**src/rcec_pkg.sv**
```systemverilog
// ----------------------------------------------------------------------------
// rcec_pkg
// Shared types and constants for the reference-counted entry cache.
// ----------------------------------------------------------------------------
`default_nettype none

package rcec_pkg;

   localparam int SLOTS   = 64;
   localparam int IDX_W   = $clog2(SLOTS);
   localparam int DEV_W   = 8;
   localparam int OBJ_W   = 16;
   localparam int KEY_W   = DEV_W + OBJ_W;
   localparam int CNT_W   = 16;
   localparam int KIND_W  = 2;
   localparam int STS_W   = 2;

   localparam logic [IDX_W-1:0] LAST_SLOT = IDX_W'(SLOTS - 1);
   localparam logic [CNT_W-1:0] COUNT_MAX = {CNT_W{1'b1}};

   typedef enum logic [KIND_W-1:0] {
      KIND_GET  = 2'd0,
      KIND_DUP  = 2'd1,
      KIND_DROP = 2'd2,
      KIND_RSVD = 2'd3
   } kind_type;

   typedef enum logic [STS_W-1:0] {
      STS_OK       = 2'd0,
      STS_FULL     = 2'd1,
      STS_UNUSED   = 2'd2,
      STS_OVERFLOW = 2'd3
   } status_type;

   typedef enum logic [2:0] {
      S_IDLE,
      S_SCAN,
      S_DRAIN,
      S_FETCH,
      S_UPDATE
   } state_type;

   // controller -> datapath
   typedef struct packed {
      logic             load;      // capture request fields
      logic             rd_en;     // read slot tables
      logic             use_slot;  // read address from request slot field
      logic [IDX_W-1:0] rd_addr;   // scan address
      logic             chk;       // compare read data of previous cycle
      logic             commit;    // update tables and load result register
   } cmd_type;

   // datapath -> controller
   typedef struct packed {
      logic hit_now;   // read data matches the requested key
      logic out_free;  // result register can take a new transaction
   } sts_type;

endpackage

`default_nettype wire

```
**src/rcec_ctrl.sv**
```systemverilog
// ----------------------------------------------------------------------------
// rcec_ctrl
// Sequencer: accepts requests, drives the table scan and the commit step.
// ----------------------------------------------------------------------------
`default_nettype none

module rcec_ctrl
   import rcec_pkg::*;
(
   input  wire logic              clock,
   input  wire logic              reset,
   input  wire logic              req_valid,
   input  wire logic [KIND_W-1:0] req_kind,
   output logic                   req_stall,
   input  wire sts_type           sts,
   output cmd_type                cmd
);

   state_type        state_ff, state_in;
   logic [IDX_W-1:0] scan_ff, scan_in;

   always_ff @(posedge clock) begin
      if (reset) begin
         state_ff <= S_IDLE;
         scan_ff  <= '0;
      end else begin
         state_ff <= state_in;
         scan_ff  <= scan_in;
      end
   end

   // next state
   always_comb begin
      state_in = state_ff;
      scan_in  = scan_ff;
      case (state_ff)
         S_IDLE: begin
            scan_in = '0;
            if (req_valid) begin
               case (kind_type'(req_kind))
                  KIND_GET:            state_in = S_SCAN;
                  KIND_DUP, KIND_DROP: state_in = S_FETCH;
                  default:             state_in = S_IDLE;  // reserved kind: drop it
               endcase
            end
         end
         S_SCAN: begin
            scan_in = scan_ff + 1'b1;
            if (sts.hit_now) begin
               state_in = S_UPDATE;
            end else if (scan_ff == LAST_SLOT) begin
               state_in = S_DRAIN;
            end
         end
         S_DRAIN:  state_in = S_UPDATE;
         S_FETCH:  state_in = S_UPDATE;
         S_UPDATE: begin
            if (sts.out_free) begin
               state_in = S_IDLE;
            end
         end
         default:  state_in = S_IDLE;
      endcase
   end

   // outputs
   always_comb begin
      cmd       = '0;
      req_stall = 1'b1;
      cmd.rd_addr = scan_ff;
      case (state_ff)
         S_IDLE: begin
            req_stall = 1'b0;
            cmd.load  = req_valid;
         end
         S_SCAN: begin
            cmd.rd_en = 1'b1;
            cmd.chk   = (scan_ff != '0);
         end
         S_DRAIN: begin
            cmd.chk = 1'b1;
         end
         S_FETCH: begin
            cmd.rd_en    = 1'b1;
            cmd.use_slot = 1'b1;
         end
         S_UPDATE: begin
            cmd.commit = sts.out_free;
         end
         default: begin
            req_stall = 1'b1;
         end
      endcase
   end

endmodule

`default_nettype wire

```
**src/rcec_datapath.sv**
```systemverilog
// ----------------------------------------------------------------------------
// rcec_datapath
// Slot tables, scan compare, count update and result register.
// ----------------------------------------------------------------------------
`default_nettype none

module rcec_datapath
   import rcec_pkg::*;
(
   input  wire logic              clock,
   input  wire logic              reset,
   input  wire cmd_type           cmd,
   output sts_type                sts,
   input  wire logic [KIND_W-1:0] req_kind,
   input  wire logic [DEV_W-1:0]  req_device,
   input  wire logic [OBJ_W-1:0]  req_object_number,
   input  wire logic [IDX_W-1:0]  req_slot,
   output logic                   rsp_valid,
   input  wire logic              rsp_stall,
   output logic [IDX_W-1:0]       rsp_slot_index,
   output logic                   rsp_hit,
   output logic                   rsp_freed,
   output logic [CNT_W-1:0]       rsp_count_after,
   output logic [STS_W-1:0]       rsp_status
);

   // slot tables
   logic [KEY_W-1:0] key_mem [SLOTS];
   logic [CNT_W-1:0] cnt_mem [SLOTS];
   logic [SLOTS-1:0] vld_ff;

   // captured request
   kind_type         kind_ff;
   logic [KEY_W-1:0] key_ff;
   logic [IDX_W-1:0] slot_ff;

   // registered read port
   logic [KEY_W-1:0] rd_key_ff;
   logic [CNT_W-1:0] rd_cnt_ff;
   logic             rd_vld_ff;
   logic [IDX_W-1:0] rd_idx_ff;
   logic [IDX_W-1:0] rd_addr;

   // scan results
   logic             hit_ff;
   logic [IDX_W-1:0] hit_idx_ff;
   logic [CNT_W-1:0] hit_cnt_ff;
   logic             free_ff;
   logic [IDX_W-1:0] free_idx_ff;

   // result register
   logic             rsp_valid_ff, rsp_valid_in;
   logic [IDX_W-1:0] rsp_idx_ff;
   logic             rsp_hit_ff;
   logic             rsp_freed_ff;
   logic [CNT_W-1:0] rsp_cnt_ff;
   status_type       rsp_sts_ff;

   logic [CNT_W-1:0] rd_cnt_eff;
   logic             in_use;
   logic             hit_now;
   logic             free_now;
   logic             out_free;

   logic             wr_cnt_en;
   logic             wr_key_en;
   logic [IDX_W-1:0] wr_addr;
   logic [CNT_W-1:0] wr_cnt;
   logic [IDX_W-1:0] res_idx;
   logic             res_hit;
   logic             res_freed;
   logic [CNT_W-1:0] res_cnt;
   status_type       res_sts;

   assign rd_addr    = cmd.use_slot ? slot_ff : cmd.rd_addr;
   assign rd_cnt_eff = rd_vld_ff ? rd_cnt_ff : '0;
   assign in_use     = (rd_cnt_eff != '0);
   assign hit_now    = cmd.chk && !hit_ff && in_use && (rd_key_ff == key_ff);
   assign free_now   = cmd.chk && !free_ff && !in_use;
   assign out_free   = !rsp_valid_ff || !rsp_stall;

   assign sts = '{hit_now: hit_now, out_free: out_free};

   always_ff @(posedge clock) begin
      if (cmd.load) begin
         kind_ff <= kind_type'(req_kind);
         key_ff  <= {req_device, req_object_number};
         slot_ff <= req_slot;
      end
   end

   always_ff @(posedge clock) begin
      if (cmd.rd_en) begin
         rd_key_ff <= key_mem[rd_addr];
         rd_cnt_ff <= cnt_mem[rd_addr];
         rd_vld_ff <= vld_ff[rd_addr];
         rd_idx_ff <= rd_addr;
      end
   end

   always_ff @(posedge clock) begin
      if (wr_key_en) begin
         key_mem[wr_addr] <= key_ff;
      end
      if (wr_cnt_en) begin
         cnt_mem[wr_addr] <= wr_cnt;
      end
   end

   always_ff @(posedge clock) begin
      if (reset) begin
         vld_ff <= '0;
      end else if (wr_cnt_en) begin
         vld_ff[wr_addr] <= 1'b1;
      end
   end

   always_ff @(posedge clock) begin
      if (reset || cmd.load) begin
         hit_ff  <= 1'b0;
         free_ff <= 1'b0;
      end else begin
         if (hit_now) begin
            hit_ff     <= 1'b1;
            hit_idx_ff <= rd_idx_ff;
            hit_cnt_ff <= rd_cnt_eff;
         end
         if (free_now) begin
            free_ff     <= 1'b1;
            free_idx_ff <= rd_idx_ff;
         end
      end
   end

   // commit: result and table update
   always_comb begin
      wr_cnt_en = 1'b0;
      wr_key_en = 1'b0;
      wr_addr   = slot_ff;
      wr_cnt    = '0;
      res_idx   = slot_ff;
      res_hit   = 1'b0;
      res_freed = 1'b0;
      res_cnt   = '0;
      res_sts   = STS_OK;
      case (kind_ff)
         KIND_GET: begin
            if (hit_ff) begin
               res_idx = hit_idx_ff;
               wr_addr = hit_idx_ff;
               res_hit = 1'b1;
               if (hit_cnt_ff == COUNT_MAX) begin
                  res_cnt = COUNT_MAX;
                  res_sts = STS_OVERFLOW;
               end else begin
                  wr_cnt    = hit_cnt_ff + 1'b1;
                  wr_cnt_en = cmd.commit;
                  res_cnt   = wr_cnt;
               end
            end else if (free_ff) begin
               res_idx   = free_idx_ff;
               wr_addr   = free_idx_ff;
               wr_cnt    = CNT_W'(1);
               wr_cnt_en = cmd.commit;
               wr_key_en = cmd.commit;
               res_cnt   = wr_cnt;
            end else begin
               res_idx = '0;
               res_sts = STS_FULL;
            end
         end
         KIND_DUP: begin
            if (rd_cnt_eff == '0) begin
               res_sts = STS_UNUSED;
            end else if (rd_cnt_eff == COUNT_MAX) begin
               res_cnt = COUNT_MAX;
               res_sts = STS_OVERFLOW;
            end else begin
               wr_cnt    = rd_cnt_eff + 1'b1;
               wr_cnt_en = cmd.commit;
               res_cnt   = wr_cnt;
            end
         end
         KIND_DROP: begin
            if (rd_cnt_eff == '0) begin
               res_sts = STS_UNUSED;
            end else begin
               wr_cnt    = rd_cnt_eff - 1'b1;
               wr_cnt_en = cmd.commit;
               res_cnt   = wr_cnt;
               res_freed = (wr_cnt == '0);
            end
         end
         default: begin
            res_sts = STS_OK;
         end
      endcase
   end

   always_comb begin
      rsp_valid_in = rsp_valid_ff;
      if (cmd.commit) begin
         rsp_valid_in = 1'b1;
      end else if (rsp_valid_ff && !rsp_stall) begin
         rsp_valid_in = 1'b0;
      end
   end

   always_ff @(posedge clock) begin
      if (reset) begin
         rsp_valid_ff <= 1'b0;
      end else begin
         rsp_valid_ff <= rsp_valid_in;
      end
   end

   always_ff @(posedge clock) begin
      if (cmd.commit) begin
         rsp_idx_ff   <= res_idx;
         rsp_hit_ff   <= res_hit;
         rsp_freed_ff <= res_freed;
         rsp_cnt_ff   <= res_cnt;
         rsp_sts_ff   <= res_sts;
      end
   end

   assign rsp_valid       = rsp_valid_ff;
   assign rsp_slot_index  = rsp_idx_ff;
   assign rsp_hit         = rsp_hit_ff;
   assign rsp_freed       = rsp_freed_ff;
   assign rsp_count_after = rsp_cnt_ff;
   assign rsp_status      = rsp_sts_ff;

endmodule

`default_nettype wire

```
**src/refcounted_entry_cache.sv**
```systemverilog
// ----------------------------------------------------------------------------
// refcounted_entry_cache
// Table of 64 reference-counted slots keyed by device and object number.
// ----------------------------------------------------------------------------
// One request is worked on at a time. A get reads the slot tables through
// their single read port, one slot per cycle; a get that misses runs an
// accept step, 64 scan reads, one compare step and one commit step, while
// a get that hits commits as soon as the matching slot has been compared.
// Duplicate and drop read only the one slot named by the request.
// The result sits in an output register, so the next request is accepted
// while a result still waits to be taken; a commit waits only if that
// register is still full. Reserved kind 3 is accepted and gives no result.
`default_nettype none

module refcounted_entry_cache
   import rcec_pkg::*;
(
   input  wire logic              clock,
   input  wire logic              reset,
   input  wire logic              req_valid,
   output logic                   req_stall,
   input  wire logic [KIND_W-1:0] req_kind,
   input  wire logic [DEV_W-1:0]  req_device,
   input  wire logic [OBJ_W-1:0]  req_object_number,
   input  wire logic [IDX_W-1:0]  req_slot,
   output logic                   rsp_valid,
   input  wire logic              rsp_stall,
   output logic [IDX_W-1:0]       rsp_slot_index,
   output logic                   rsp_hit,
   output logic                   rsp_freed,
   output logic [CNT_W-1:0]       rsp_count_after,
   output logic [STS_W-1:0]       rsp_status
);

   cmd_type cmd;
   sts_type sts;

   rcec_ctrl u_ctrl (
      .clock     (clock),
      .reset     (reset),
      .req_valid (req_valid),
      .req_kind  (req_kind),
      .req_stall (req_stall),
      .sts       (sts),
      .cmd       (cmd)
   );

   rcec_datapath u_datapath (
      .clock             (clock),
      .reset             (reset),
      .cmd               (cmd),
      .sts               (sts),
      .req_kind          (req_kind),
      .req_device        (req_device),
      .req_object_number (req_object_number),
      .req_slot          (req_slot),
      .rsp_valid         (rsp_valid),
      .rsp_stall         (rsp_stall),
      .rsp_slot_index    (rsp_slot_index),
      .rsp_hit           (rsp_hit),
      .rsp_freed         (rsp_freed),
      .rsp_count_after   (rsp_count_after),
      .rsp_status        (rsp_status)
   );

   // a real request, once accepted, holds off the next request
   a_busy_after_accept: assert property (@(posedge clock) disable iff (reset)
      (req_valid && !req_stall && (req_kind != KIND_RSVD)) |=> req_stall)
      else $error("input not held off after request transaction");

   a_freed_means_zero: assert property (@(posedge clock) disable iff (reset)
      (rsp_valid && rsp_freed) |->
         (rsp_count_after == '0 && rsp_status == STS_OK && !rsp_hit))
      else $error("freed result with nonzero count or bad status");

   a_full_result: assert property (@(posedge clock) disable iff (reset)
      (rsp_valid && rsp_status == STS_FULL) |->
         (rsp_count_after == '0 && rsp_slot_index == '0 && !rsp_hit))
      else $error("table-full result carries slot data");

   a_ok_count_nonzero: assert property (@(posedge clock) disable iff (reset)
      (rsp_valid && rsp_status == STS_OK && !rsp_freed) |->
         (rsp_count_after != '0))
      else $error("ok result with zero count but not freed");

endmodule

`default_nettype wire
```
**config.mk**
```make
export PLATFORM = sky130hd
export DESIGN_NAME = refcounted_entry_cache
export DESIGN_NICKNAME = d
export VERILOG_FILES = /design/src/rcec_pkg.sv /design/src/rcec_ctrl.sv /design/src/rcec_datapath.sv /design/src/refcounted_entry_cache.sv
export SDC_FILE = /design/constraint.sdc
export NUM_CORES = 2
export LEC_CHECK = 0
export ABC_AREA = 1
export BUFFER_PORTS_ARGS = -buffer_cell sky130_fd_sc_hd__buf_2
export CORE_MARGIN = 1
export CORE_UTILIZATION = 57
export CTS_CLUSTER_SIZE = 30
export DETAILED_ROUTE_END_ITERATION = 7
export PLACE_DENSITY = 0.76
export SETUP_SLACK_MARGIN = 0.3
export SLEW_MARGIN = 20
export SYNTH_ARGS = -nofsm -noshare
export SYNTH_HDL_FRONTEND = slang
export SYNTH_SLANG_ARGS = --single-unit
```
**constraint.sdc**
```tcl
create_clock -name clock -period 6.6 [get_ports clock]
set_input_delay 1.32 -clock clock [delete_from_list [all_inputs] [get_ports clock]]
set_output_delay 1.32 -clock clock [all_outputs]
set_load 0.01 [all_outputs]
```
==> out/metrics.cfg <==
[sta]
relSlewSlack=0.2836
maxSlewViolCount=0
timing.final.crit_share=0.6734
fmax_mhz=225.0
grt_setup_unrepaired=no
setup_viol=0
hold_slack_ns=0.4519
fin_ws_ns=2.156
finClkSkew_ns=0.04949
period_minus_slack_ns=4.444
tightest_slew_ns=1.073
hold_viol=0
setup_tns_ns=0

[synthesis]
synth_area_per_cell_sq_um=10.17
syn_inst=12003
syn_nets=12047
synth_area_leaders=edfxtp_1 (66%), nand3_1 (11%), nand2_1 (8.8%)
yosys_register_bits=2769
yosysTopAreaCellShare=0.6622
yosysTopAreaCell=edfxtp_1
synth_area_sq_um=122100
ys_types=42
ys_warn_count=0
ys_seq_area_frac=0.6747
synthFlopType=edfxtp_1
synth-edff-count=2693
async_flop_share=0

[clock_tree]
root_buffer=clkbuf_16
cts_hold_buf=0
cts_buffers=289
clock_path_buffers=4
clk_latency_ns=0.96
cts_resized=0
clk_pin_slew_ns=0.07
postCtsSetupBuffers=0
cts_tree=built
htreeDepth=5
cts.sinks=2769

[setup_path]
cp_common_cell=nand2_1
crit_path_cell_trace=nand2_1 -> inv_1 -> ha_1 -> nor3b_2 -> nand2_1 -> nor2_1 -> inv_2 -> nand4_1 -> nand3_4 -> buf_4 -> nand2_1 -> inv_1
crit_family=simple AND/OR/NAND/NOR gates
crit_type=reg2reg
cp_max_fo=42
cp_num_buf_inv=4
reg2reg_depth=12
r2r_end=u_datapath.cnt_mem[59][13]
r2r-start=u_datapath.rd_vld_ff
cp.required_ns=7.17
cp-start-kind=flip-flop
worst-endpoint-arrival_ns=5.01
cp-end-kind=flip-flop
cp_slowest_stage_delay_ns=0.73
timing.reg2reg.setup_slack_ns=2.16
cpMaxStageDelayCell=edfxtp_1

[global_routing]
use_met3=0.06319
grt_pass1_wl_um=524400
met2_usage=0.5133
use_met1=0.4278
grt_max_degree=166
first_global_vias=82489
top_usage_layer=met2
antenna_found_initial=11
grt.total_usage=0.3288
overflow=0

[final_layout]
drive_above_1_share=0.06623
syn2layout_area_growth_pct=10.44
fin_nets=12004
layout_commonest_cell=nand2_1
final_cell_mix=nand2_1 (2,838), edfxtp_1 (2,693), nand3_1 (2,614)
n_fill_cell=16038
fin_cells=14979

[floorplan]
start_util=0.5746
die_height_um=464.9
rows=169
die_area_sq_um=216100
ios=64
design.core.area_sq_um=212500
die_w_um=464.9

[run]
drv_cap=0

[routing]
post_drt_wl_per_cell_um=23.96
via_count=87273
firstDrtPassIters=8
wirelength_um=358800
routed_via_density=5.826
dr.first_iter.drc_count=13433
drt.antenna.violating_nets=0
drcViolationCount=5

[place]
hpwl_um=213800
place.gp.congestion=0.9777
portBuffers=63
dp_slack_ns=1.789
post-place-cells=14488

[worst_hold_path]
holdPathEnd=u_datapath.free_idx_ff[3]
min_path_type=reg2reg
min_from=u_datapath.rd_idx_ff[3]
hold-path-cell-count=0

[power_and_ir_drop]
p_leak_nw=56.76
peakVddDrop_mv=0.3302
power-per-cell-area_nw_per_um2=302.4

[run_status]
violations=DRC
status=finished with violations

[layer usage]
metal,share of wire,up-vias
li1,-,38921
met4,0.070,4
met1,0.36,41377
met5,0.000078,-
met2,0.46,5785
met3,0.12,1186
[synthesized netlist by cell type (3+ instances only)]
cell       count
nand3b_1     162
nor3_1        74
clkbuf_1     267
dfxtp_1       76
xor2_1        30
nand4_1       19
o21ai_2        4
o2111ai_1      3
o21ai_0       31
buf_2        294
nand2_1     2848
buf_6          4
nand3_1     2618
ha_1           8
nor2_1       163
buf_1         74
a21oi_1       79
nand2_2       10
inv_1       2476
edfxtp_1    2693
or2_2          9
nor4_1         3
xnor2_1       14
inv_2          9
o211ai_1       7
nor2_2         3
and2_1         4
[kinds of logic (layout without fill, tap and decap cells)]
kind of cell,after synthesis,in the layout,share of synthesized area
AOI/OAI and AO/OA,139,139,0.006383
xor gates and xnor gates,44,44,0.003156
adders and majority gates,8,8,0.0008197
buffers and inverters,3127,3279,0.09941
DFF,2769,2769,0.6747
other,0,3,0
and+or+nand+nor,5916,5916,0.2156
[worst register-to-register path: stages, from the launching register on]
cell,delay (ns)
edfxtp_1,0.73
nand2_1,0.34
inv_1,0.17
ha_1,0.19
nor3b_2,0.26
nand2_1,0.18
nor2_1,0.25
inv_2,0.12
nand4_1,0.13
nand3_4,0.68
buf_4,0.62
nand2_1,0.12
inv_1,0.29
[how the worst max path moves through the flow]
stage                                      from                    endpoint  slack [ns]  cells after the start
after CTS                  u_datapath.rd_vld_ff   u_datapath.cnt_mem[34][5]        2.32                     12
after detailed placement              rsp_stall   u_datapath.key_mem[24][4]        1.79                      8
after global routing       u_datapath.rd_vld_ff  u_datapath.cnt_mem[58][15]        2.01                     12
after global placement                rsp_stall   u_datapath.cnt_mem[20][9]        1.82                     11
after floorplan           u_datapath.kind_ff[1]    u_datapath.cnt_mem[0][3]        0.34                      5
final                      u_datapath.rd_vld_ff  u_datapath.cnt_mem[59][13]        2.16                     12
[area by class of cell]
type,count,area [sq um],area share
Clock buffer,385,7965,0.05906
Clock inverter,101,879.6,0.006522
Multi-Input combinational cell,6107,28090,0.2083
Timing Repair Buffer,306,2660,0.01972
Sequential cell,2769,82390,0.6109
Antenna cell,3,7.507,0.00005566
Tap cell,2821,3530,0.02617
Inverter,2487,9349,0.06932
[flip-flops by register name (all words and copies together) (netlist names), 16 cells and up]
signal,flops
u_datapath.hit_cnt_ff,16
u_datapath.rd_key_ff,24
u_datapath.key_ff,24
u_datapath.rsp_count_after,16
u_datapath.rd_cnt_ff,16
u_datapath.key_mem,1536
u_datapath.cnt_mem,1024
u_datapath.vld_ff,64
[where the power goes]
group | total, mW | switching [mW] | leakage, nW | internal [mW]
registers | 19.8 | 0.0733 | 25.1 | 19.8
clock network | 15.6 | 6.56 | 4.32 | 9.05
logic | 5.33 | 4.24 | 27.4 | 1.09
total | 40.8 | 10.9 | 56.8 | 29.9
[per-stage QoR]
step,cell area [sq um],power (mW),utilization
floorplan,122100,23.04,-
global placement,126000,25.28,0.5928
detailed placement,126000,25.34,0.5928
CTS,134800,40.63,0.6344
global route,134900,41.67,0.6346
finish,134900,40.79,0.6347
Note: power is estimated with default switching activity, not from simulation.
